$ cat config.mk
export PLATFORM = sky130hd
export DESIGN_NAME = pad_key_event_generator_flat
export DESIGN_NICKNAME = d
export VERILOG_FILES = /design/src/rtl/pkeg_pkg.sv /design/src/rtl/pkeg_if.sv /design/src/rtl/pkeg_front.sv /design/src/rtl/pkeg_queue.sv /design/src/rtl/pkeg_back.sv /design/src/rtl/pad_key_event_generator.sv /design/src/flat_wrapper.sv
export VERILOG_INCLUDE_DIRS = /design/src /design/src/rtl
export SDC_FILE = /design/constraint.sdc
export NUM_CORES = 1
export LEC_CHECK = 0
export BUFFER_PORTS_ARGS = -buffer_cell sky130_fd_sc_hd__buf_2
export CAP_MARGIN = 20
export CORE_MARGIN = 2
export CORE_UTILIZATION = 40
export DETAILED_ROUTE_END_ITERATION = 8
export PLACE_DENSITY = 0.57
export SETUP_SLACK_MARGIN = 0.2
export SKIP_CTS_REPAIR_TIMING = 1
export SLEW_MARGIN = 20
export SYNTH_ARGS = -nofsm -noshare
export SYNTH_HDL_FRONTEND = slang
export SYNTH_SLANG_ARGS = --single-unit
$ cat constraint.sdc
create_clock -name clk -period 12.5 [get_ports clk]
set_clock_uncertainty 0.15 [all_clocks]
set_input_delay 2.5 -clock clk [delete_from_list [all_inputs] [get_ports clk]]
set_output_delay 2.5 -clock clk [all_outputs]
set_load 0.01 [all_outputs]
$ cat src/rtl/pad_key_event_generator_defines.svh
// Assertion macros for the RTL
`ifndef PAD_KEY_EVENT_GENERATOR_DEFINES_SVH
`define PAD_KEY_EVENT_GENERATOR_DEFINES_SVH

// Same-cycle implication, checked outside reset
`define PKEG_ASSERT_NOW(lbl, clk, rst_n, ante, cons) \
    lbl: assert property (@(posedge clk) disable iff (!rst_n) (ante) |-> (cons)) \
        else $error("pkeg assertion failed");

// Next-cycle implication, checked outside reset
`define PKEG_ASSERT_NEXT(lbl, clk, rst_n, ante, cons) \
    lbl: assert property (@(posedge clk) disable iff (!rst_n) (ante) |=> (cons)) \
        else $error("pkeg assertion failed");

`endif

$ cat src/rtl/pkeg_pkg.sv
package pkeg_pkg;

    localparam int NUM_BUTTONS = 12;
    localparam int NUM_DIRS    = 4;
    localparam int NUM_EVENTS  = NUM_BUTTONS + NUM_DIRS;
    localparam int EVT_IDX_W   = $clog2(NUM_EVENTS);

    localparam int QUEUE_DEPTH = 2;

    localparam int CFG_INDEX_W = 1;
    localparam int CFG_DATA_W  = 8;

    typedef enum logic [CFG_INDEX_W-1:0] {
        REG_THRESHOLD_LOW  = 1'b0,
        REG_THRESHOLD_HIGH = 1'b1
    } cfg_reg_t;

    localparam logic [7:0] THRESHOLD_LOW_RESET  = 8'd80;
    localparam logic [7:0] THRESHOLD_HIGH_RESET = 8'd170;

    // Key code per button bit: up down left right cross circle square triangle L1 R1 start select
    localparam logic [7:0] KEY_CODE [NUM_BUTTONS] = '{
        8'h26, 8'h28, 8'h25, 8'h27, 8'h0D, 8'h1B,
        8'h58, 8'h59, 8'h21, 8'h22, 8'h70, 8'h71
    };

    // Pending events of one sample: bits 0..11 buttons, 12..15 stick up/down/left/right
    typedef struct packed {
        logic [NUM_EVENTS-1:0] mask;
        logic [NUM_EVENTS-1:0] down;
    } evt_set_t;

    // Stick events reuse the code of their direction button (low two index bits)
    function automatic logic [7:0] event_code(logic [EVT_IDX_W-1:0] idx);
        logic [7:0] code;
        if (idx >= EVT_IDX_W'(NUM_BUTTONS))
            code = KEY_CODE[idx[1:0]];
        else
            code = KEY_CODE[idx];
        return code;
    endfunction

endpackage

$ cat src/rtl/pkeg_if.sv
interface pkeg_sample_if;
    logic        valid;
    logic        ready;
    logic [11:0] button_bits;
    logic [7:0]  stick_x;
    logic [7:0]  stick_y;

    modport source (output valid, output button_bits, output stick_x, output stick_y,
                    input ready);
    modport sink   (input valid, input button_bits, input stick_x, input stick_y,
                    output ready);
endinterface

interface pkeg_event_if;
    logic       valid;
    logic       ready;
    logic [7:0] key_code;
    logic       key_down;
    logic       last_event;

    modport source (output valid, output key_code, output key_down, output last_event,
                    input ready);
    modport sink   (input valid, input key_code, input key_down, input last_event,
                    output ready);
endinterface

$ cat src/rtl/pkeg_front.sv
module pkeg_front
    import pkeg_pkg::*;
(
    input  logic                   clk,
    input  logic                   rst_n,
    input  logic                   cfg_we,
    input  logic [CFG_INDEX_W-1:0] cfg_index,
    input  logic [CFG_DATA_W-1:0]  cfg_data,
    input  logic                   in_valid,
    output logic                   in_ready,
    input  logic [11:0]            button_bits,
    input  logic [7:0]             stick_x,
    input  logic [7:0]             stick_y,
    input  logic                   q_full,
    output logic                   q_push,
    output evt_set_t               q_data
);

    logic [7:0]             thr_low_reg;
    logic [7:0]             thr_high_reg;
    logic [NUM_BUTTONS-1:0] prev_buttons_reg;
    logic [NUM_DIRS-1:0]    stick_held_reg;
    logic [NUM_DIRS-1:0]    want;
    logic                   accept;

    assign in_ready = !q_full;
    assign accept   = in_valid && in_ready;

    always_comb
    begin
        want[0] = stick_y < thr_low_reg;
        want[1] = stick_y > thr_high_reg;
        want[2] = stick_x < thr_low_reg;
        want[3] = stick_x > thr_high_reg;
        // a held direction button masks its stick direction
        want    = want & ~button_bits[NUM_DIRS-1:0];
    end

    assign q_data.mask = {want ^ stick_held_reg, button_bits ^ prev_buttons_reg};
    assign q_data.down = {want, button_bits};
    // drop samples that cause no event
    assign q_push      = accept && (q_data.mask != '0);

    always_ff @(posedge clk or negedge rst_n)
    begin
        if (!rst_n)
        begin
            thr_low_reg      <= THRESHOLD_LOW_RESET;
            thr_high_reg     <= THRESHOLD_HIGH_RESET;
            prev_buttons_reg <= '0;
            stick_held_reg   <= '0;
        end
        else
        begin
            if (cfg_we)
            begin
                case (cfg_reg_t'(cfg_index))
                    REG_THRESHOLD_LOW:  thr_low_reg  <= cfg_data[7:0];
                    REG_THRESHOLD_HIGH: thr_high_reg <= cfg_data[7:0];
                    default: ;
                endcase
            end
            if (accept)
            begin
                prev_buttons_reg <= button_bits;
                stick_held_reg   <= want;
            end
        end
    end

endmodule

$ cat src/rtl/pkeg_queue.sv
module pkeg_queue
    import pkeg_pkg::*;
#(
    parameter int Depth = QUEUE_DEPTH  // power of two, at least 2
)
(
    input  logic     clk,
    input  logic     rst_n,
    input  logic     push,
    input  evt_set_t push_data,
    output logic     full,
    input  logic     pop,
    output logic     head_valid,
    output evt_set_t head
);

    localparam int AW = $clog2(Depth);

    evt_set_t      entry_reg [Depth];
    logic [AW:0]   wr_ptr_reg;
    logic [AW:0]   rd_ptr_reg;

    assign head_valid = wr_ptr_reg != rd_ptr_reg;
    assign full       = (wr_ptr_reg[AW] != rd_ptr_reg[AW]) &&
                        (wr_ptr_reg[AW-1:0] == rd_ptr_reg[AW-1:0]);
    assign head       = entry_reg[rd_ptr_reg[AW-1:0]];

    always_ff @(posedge clk)
    begin
        if (push)
            entry_reg[wr_ptr_reg[AW-1:0]] <= push_data;
    end

    always_ff @(posedge clk or negedge rst_n)
    begin
        if (!rst_n)
        begin
            wr_ptr_reg <= '0;
            rd_ptr_reg <= '0;
        end
        else
        begin
            if (push)
                wr_ptr_reg <= wr_ptr_reg + 1'b1;
            if (pop)
                rd_ptr_reg <= rd_ptr_reg + 1'b1;
        end
    end

endmodule

$ cat src/rtl/pkeg_back.sv
module pkeg_back
    import pkeg_pkg::*;
(
    input  logic       clk,
    input  logic       rst_n,
    input  logic       q_valid,
    input  evt_set_t   q_head,
    output logic       q_pop,
    output logic       out_valid,
    input  logic       out_ready,
    output logic [7:0] key_code,
    output logic       key_down,
    output logic       last_event
);

    logic [NUM_EVENTS-1:0] rem_reg;
    logic [NUM_EVENTS-1:0] rem_next;
    logic [NUM_EVENTS-1:0] rem_down_reg;
    logic [NUM_EVENTS-1:0] rem_down_next;
    logic                  out_valid_reg;
    logic [7:0]            key_code_reg;
    logic                  key_down_reg;
    logic                  last_reg;

    logic                  busy;
    logic                  have_evt;
    logic                  advance;
    logic [NUM_EVENTS-1:0] src_mask;
    logic [NUM_EVENTS-1:0] src_down;
    logic [NUM_EVENTS-1:0] low_bit;
    logic [EVT_IDX_W-1:0]  idx;

    assign busy     = rem_reg != '0;
    assign have_evt = busy || q_valid;
    assign advance  = !out_valid_reg || out_ready;

    // continue the current sample, else start on the queue head
    assign src_mask = busy ? rem_reg : q_head.mask;
    assign src_down = busy ? rem_down_reg : q_head.down;
    assign low_bit  = src_mask & (~src_mask + 1'b1);

    always_comb
    begin
        idx = '0;
        for (int i = NUM_EVENTS - 1; i >= 0; i--)
        begin
            if (src_mask[i])
                idx = EVT_IDX_W'(i);
        end
    end

    assign q_pop         = advance && !busy && q_valid;
    assign rem_next      = src_mask & ~low_bit;
    assign rem_down_next = src_down;

    always_ff @(posedge clk or negedge rst_n)
    begin
        if (!rst_n)
        begin
            out_valid_reg <= 1'b0;
            rem_reg       <= '0;
        end
        else if (advance)
        begin
            out_valid_reg <= have_evt;
            if (have_evt)
                rem_reg <= rem_next;
        end
    end

    always_ff @(posedge clk)
    begin
        if (advance && have_evt)
        begin
            rem_down_reg <= rem_down_next;
            key_code_reg <= event_code(idx);
            key_down_reg <= src_down[idx];
            last_reg     <= rem_next == '0;
        end
    end

    assign out_valid  = out_valid_reg;
    assign key_code   = key_code_reg;
    assign key_down   = key_down_reg;
    assign last_event = last_reg;

endmodule

$ cat src/rtl/pad_key_event_generator.sv
// Channel    | Dir | Beat payload                          | Handshake
// sample     | in  | button_bits[11:0] stick_x stick_y     | valid/ready
// key_event  | out | key_code[7:0] key_down last_event     | valid/ready
// cfg        | in  | cfg_index cfg_data[7:0]               | cfg_we only
//
// The front feeds the event queue combinationally; events leave at one beat per cycle while the
// receiver is ready, and a sample carries up to 16 events, split off by the serializer.
// The front takes a new sample each cycle while the event queue has room.
// Samples with no events are consumed without entering the queue.
// rst_n clears thresholds to 80/170, the button and stick history and the queue.
`include "pad_key_event_generator_defines.svh"

module pad_key_event_generator
    import pkeg_pkg::*;
#(
    parameter int QueueDepth = QUEUE_DEPTH
)
(
    input  logic                   clk,
    input  logic                   rst_n,
    input  logic                   cfg_we,
    input  logic [CFG_INDEX_W-1:0] cfg_index,
    input  logic [CFG_DATA_W-1:0]  cfg_data,
    pkeg_sample_if.sink            sample,
    pkeg_event_if.source           key_event
);

    logic     q_full;
    logic     q_push;
    logic     q_pop;
    logic     q_valid;
    evt_set_t q_data;
    evt_set_t q_head;

    pkeg_front u_front (
        .clk         (clk),
        .rst_n       (rst_n),
        .cfg_we      (cfg_we),
        .cfg_index   (cfg_index),
        .cfg_data    (cfg_data),
        .in_valid    (sample.valid),
        .in_ready    (sample.ready),
        .button_bits (sample.button_bits),
        .stick_x     (sample.stick_x),
        .stick_y     (sample.stick_y),
        .q_full      (q_full),
        .q_push      (q_push),
        .q_data      (q_data)
    );

    pkeg_queue #(
        .Depth (QueueDepth)
    ) u_queue (
        .clk        (clk),
        .rst_n      (rst_n),
        .push       (q_push),
        .push_data  (q_data),
        .full       (q_full),
        .pop        (q_pop),
        .head_valid (q_valid),
        .head       (q_head)
    );

    pkeg_back u_back (
        .clk        (clk),
        .rst_n      (rst_n),
        .q_valid    (q_valid),
        .q_head     (q_head),
        .q_pop      (q_pop),
        .out_valid  (key_event.valid),
        .out_ready  (key_event.ready),
        .key_code   (key_event.key_code),
        .key_down   (key_event.key_down),
        .last_event (key_event.last_event)
    );

    `PKEG_ASSERT_NOW(a_pop_has_entry, clk, rst_n, q_pop, q_valid)
    `PKEG_ASSERT_NOW(a_queued_nonempty, clk, rst_n, q_valid, q_head.mask != '0)
    `PKEG_ASSERT_NEXT(a_idle_after_last, clk, rst_n,
        key_event.valid && key_event.ready && key_event.last_event && !q_valid,
        !key_event.valid)

endmodule

$ cat src/flat_wrapper.sv
// flat-port wrapper written by rule: the top's interface ports become plain ports
module pad_key_event_generator_flat import pkeg_pkg::*;
#(
    parameter int QueueDepth = QUEUE_DEPTH
)
  (clk, rst_n, cfg_we, cfg_index, cfg_data, sample_valid, sample_button_bits, sample_stick_x, sample_stick_y, sample_ready, key_event_valid, key_event_key_code, key_event_key_down, key_event_last_event, key_event_ready);
  pkeg_sample_if sample_i ();
  pkeg_event_if key_event_i ();
  input  logic clk;
  input  logic rst_n;
  input  logic cfg_we;
  input  logic [CFG_INDEX_W-1:0] cfg_index;
  input  logic [CFG_DATA_W-1:0] cfg_data;
  input wire logic [$bits(sample_i.valid)-1:0] sample_valid;
  input wire logic [$bits(sample_i.button_bits)-1:0] sample_button_bits;
  input wire logic [$bits(sample_i.stick_x)-1:0] sample_stick_x;
  input wire logic [$bits(sample_i.stick_y)-1:0] sample_stick_y;
  output wire logic [$bits(sample_i.ready)-1:0] sample_ready;
  output wire logic [$bits(key_event_i.valid)-1:0] key_event_valid;
  output wire logic [$bits(key_event_i.key_code)-1:0] key_event_key_code;
  output wire logic [$bits(key_event_i.key_down)-1:0] key_event_key_down;
  output wire logic [$bits(key_event_i.last_event)-1:0] key_event_last_event;
  input wire logic [$bits(key_event_i.ready)-1:0] key_event_ready;
  assign sample_i.valid = sample_valid;
  assign sample_i.button_bits = sample_button_bits;
  assign sample_i.stick_x = sample_stick_x;
  assign sample_i.stick_y = sample_stick_y;
  assign sample_ready = sample_i.ready;
  assign key_event_valid = key_event_i.valid;
  assign key_event_key_code = key_event_i.key_code;
  assign key_event_key_down = key_event_i.key_down;
  assign key_event_last_event = key_event_i.last_event;
  assign key_event_i.ready = key_event_ready;
  pad_key_event_generator #(.QueueDepth(QueueDepth)) u_core (.clk(clk), .rst_n(rst_n), .cfg_we(cfg_we), .cfg_index(cfg_index), .cfg_data(cfg_data), .sample(sample_i), .key_event(key_event_i));
endmodule
==> qor.yml <==
clock_tree:
  worstSkewPairLatency_ns: 0.42
  ctsHtreeMaxLevel: 4
  cts_buffer_depth: 2
  cts_tree: "yes"
  cts_root_buffer: "clkbuf_16"
  numCtsBuffers: 17
  clk_pin_slew_worst_paths_ns: 0.06
  cts.sinks: 141
yosys:
  synth.yosys.seq_area_share_pct: 55.6
  syn_nets: 689
  synthesis.instances: 615
  ys_ff_latch: 141
  yosys-top-cells-area: "edfxtp_1 37%, dfrtp_1 16%, nand2_1 5.7%"
  synth.avg_cell_area_um2: 11.6
  synth_edf_count: 89
  yosysWarnings: 0
  synth_top_area_cell: "edfxtp_1"
  ys_types: 69
  synthArstFlopShare_pct: 36.9
  synth-main-ff-cell: "edfxtp_1"
  synth_top_area_share_pct: 37.3
  syn_area_mm2: 0.00716
power:
  ir_worst_vdd_mv: 0.148
  p_leak_nw: 3.50
  p_per_area_mw_per_mm2: 320
floorplan:
  die_area_mm2: 0.0190
  die_w_um: 138
  design.core.area_mm2: 0.0174
  rows: 48
  die_h_um: 138
  io_pins: 54
  initial_utilization_pct: 41.1
layout:
  largest_reg_flops: 64
  nets: 748
  drive_gt1_share_pct: 19.4
  syn_to_final_growth_pct: 15.3
  fin_cells: 913
  postLayoutCellArea_mm2: 0.00826
  fillCellCount: 1607
timing:
  holdWs_ns: 0.344
  fin_tns_setup_ns: 0
  final.min_clock_period_ns: 5.42
  tightest_slew_ns: 0.951
  finalHoldViolCount: 0
  rsz0062_at_grt: "false"
  setup_violations: 0
  slew_headroom_pct: 36.5
  period_share_pct: 43.3
  fmax_mhz: 185
  slew_viol_final: 0
worst_hold_path:
  min_path_type: "flop to flop"
  min_path_cells: 2
detailed_routing:
  drcViolationCount: 0
  wl_per_cell_um: 17.4
  drt-total-wl_um: 15900
  vias: 4828
  vias_per_cell: 5.29
  drtPass1Iterations: 5
  drtAntennaViolNets: 0
  drt_iter0_drc: 424
global_route:
  grt_pass1_vias: 4856
  antenna_found_initial: 0
  grt_overflow: 0
  grt_usage_pct: 18.2
  grt_pass1_wl_um: 25700
  grt_max_degree: 53
placed_design:
  placed_area_mm2: 0.00766
  dpl.hpwl_um: 11600
  gp_congestion: 0.834
  dp_cells: 880
  port_buffers: 52
outcome:
  outcome: "completed"
setup_path:
  slowest_delay_ns: 0.60
  end_kind: "flop"
  path_cells: "buf_2 -> ha_1 -> nor2b_1 -> o21a_1 -> o21a_1 -> o21ai_0 -> a221oi_1 -> xor2_1 -> or4_4 -> o211ai_2 -> inv_1 -> buf_4"
  path_max_fanout: 25
  cp.arrival_ns: 5.40
  worst_setup_path_start_kind: "input pin"
  critical_path_class: "input pin to flop"
  r2r_cells: 13
  cp.depth: 12
  cp_common_cell: "o21a_1"
  crit_required_ns: 12.49
  path_buf_inv: 3
  cp_top_family: "compound AO/OA/AOI/OAI gates"
  cp_slowest_cell: "or4_4"
run:
  drv_cap: 0
## cell usage after synthesis, types with 3 or more instances
library cell	number
a211oi_1	5
a21o_1	13
a21oi_1	18
and4_1	5
buf_2	3
buf_4	6
clkbuf_1	10
dfrtp_1	46
dfstp_2	6
edfxtp_1	89
ha_1	32
inv_1	21
mux2_2	18
mux2i_1	40
nand2_1	109
nand2b_1	4
nand3_1	7
nor2_1	16
nor2b_1	5
nor3_1	11
nor3b_1	3
nor4_1	7
nor4_2	3
o21a_1	5
o21ai_0	44
o21bai_1	7
o31ai_1	13
xnor2_1	4
xor2_1	17
## worst register-to-register path, cell delays in order, from the launching register on
cell      delay (ns)
dfrtp_1         0.50
nor4_2          0.40
and4_1          0.74
o31ai_1         0.21
a21oi_1         0.23
o31ai_1         0.09
o311a_1         0.16
o21ai_2         0.37
inv_1           0.13
ha_1            0.34
nand3b_1        0.11
o21ai_0         0.10
nand2_1         0.09
o21ai_0         0.08
## area by class of cell
cell class	count	area, µm²	share of cell area [%]
Inverter	22	82.6	1.00
Multi-Input combinational cell	433	3000	36.3
Clock buffer	19	443	5.36
Tap cell	225	282	3.41
Antenna cell	1	2.50	0.0303
Timing Repair Buffer	59	313	3.79
Sequential cell	141	3980	48.2
Clock inverter	13	151	1.83
## cell usage in the layout, fill, tap and decap left out, types with 3 or more instances in the layout
| cell | count |
|---|---|
| nand2_1 | 109 |
| edfxtp_1 | 89 |
| buf_2 | 52 |
| dfrtp_1 | 45 |
| o21ai_0 | 44 |
| mux2i_1 | 40 |
| ha_1 | 32 |
| inv_1 | 21 |
| a21oi_1 | 18 |
| mux2_2 | 18 |
| xor2_1 | 17 |
| clkbuf_16 | 17 |
| nor2_1 | 15 |
| a21o_1 | 13 |
| o31ai_1 | 13 |
| nor3_1 | 11 |
| nor4_1 | 7 |
| o21bai_1 | 7 |
| nand3_1 | 7 |
| buf_4 | 7 |
| inv_6 | 6 |
| dfstp_2 | 6 |
| a211oi_1 | 5 |
| and4_1 | 5 |
| nor2b_1 | 5 |
| o21a_1 | 5 |
| nand2b_1 | 4 |
| xnor2_1 | 4 |
| clkinvlp_4 | 4 |
| nor4_2 | 3 |
| nor3b_1 | 3 |
## metal layers
layer / vias to the layer above / routed length, µm / GRT usage (%)
li1: 2377 / - / -
met1: 2328 / 7310 / 23.6
met2: 110 / 7760 / 30.1
met3: 13 / 674 / 4.53
met4: 0 / 174 / 5.67
met5: - / 0 / 0
## per-stage QoR
step | setup WS (ns) | util (%) | power, W
after floorplan | 6.56 | - | 0.00181
after global placement | 6.76 | 44.0 | 0.00211
after detailed placement | 6.66 | 44.0 | 0.00214
after CTS | 7.09 | 47.4 | 0.00265
after global routing | 6.84 | 47.4 | 0.00284
final | 7.08 | 47.4 | 0.00264
## worst paths after layout
kind                                                    start  slack [ns]                                  to
hold / removal             u_core.u_front.prev_buttons_reg[5]        0.34  u_core.u_front.prev_buttons_reg[5]
hold reg to reg            u_core.u_front.prev_buttons_reg[5]        0.34  u_core.u_front.prev_buttons_reg[5]
max in group asynchronous                               rst_n        9.59        u_core.u_queue.rd_ptr_reg[0]
setup / recovery                            sample_stick_x[1]        7.08     u_core.u_queue.entry_reg[1][13]
setup reg to reg                    u_core.u_back.rem_reg[15]        8.55           u_core.u_back.key_code[0]
min in group asynchronous                               rst_n        2.09            u_core.u_back.rem_reg[8]
## power breakdown
| part | leakage (nW) | total (W) | switching, W | internal (W) |
|---|---|---|---|---|
| Clock | 0.278 | 0.000505 | 0.000202 | 0.000303 |
| Combinational | 1.74 | 0.00129 | 0.000790 | 0.000496 |
| Sequential | 1.48 | 0.000848 | 0.0000900 | 0.000758 |
## cell families (layout without fill, tap and decap cells)
| kind of cell | after synthesis | after routing | synth area share, % |
|---|---|---|---|
| compound gates | 131 | 131 | 12.1 |
| xor+xnor | 21 | 21 | 2.57 |
| fa+ha+maj | 33 | 33 | 5.73 |
| buf+inv | 41 | 113 | 2.52 |
| flops | 141 | 141 | 55.6 |
| mux | 58 | 58 | 8.42 |
| other cells | 1 | 2 | 0.0524 |
| simple gates | 189 | 189 | 13.0 |
No activity file was read; power rests on OpenSTA's default activity.
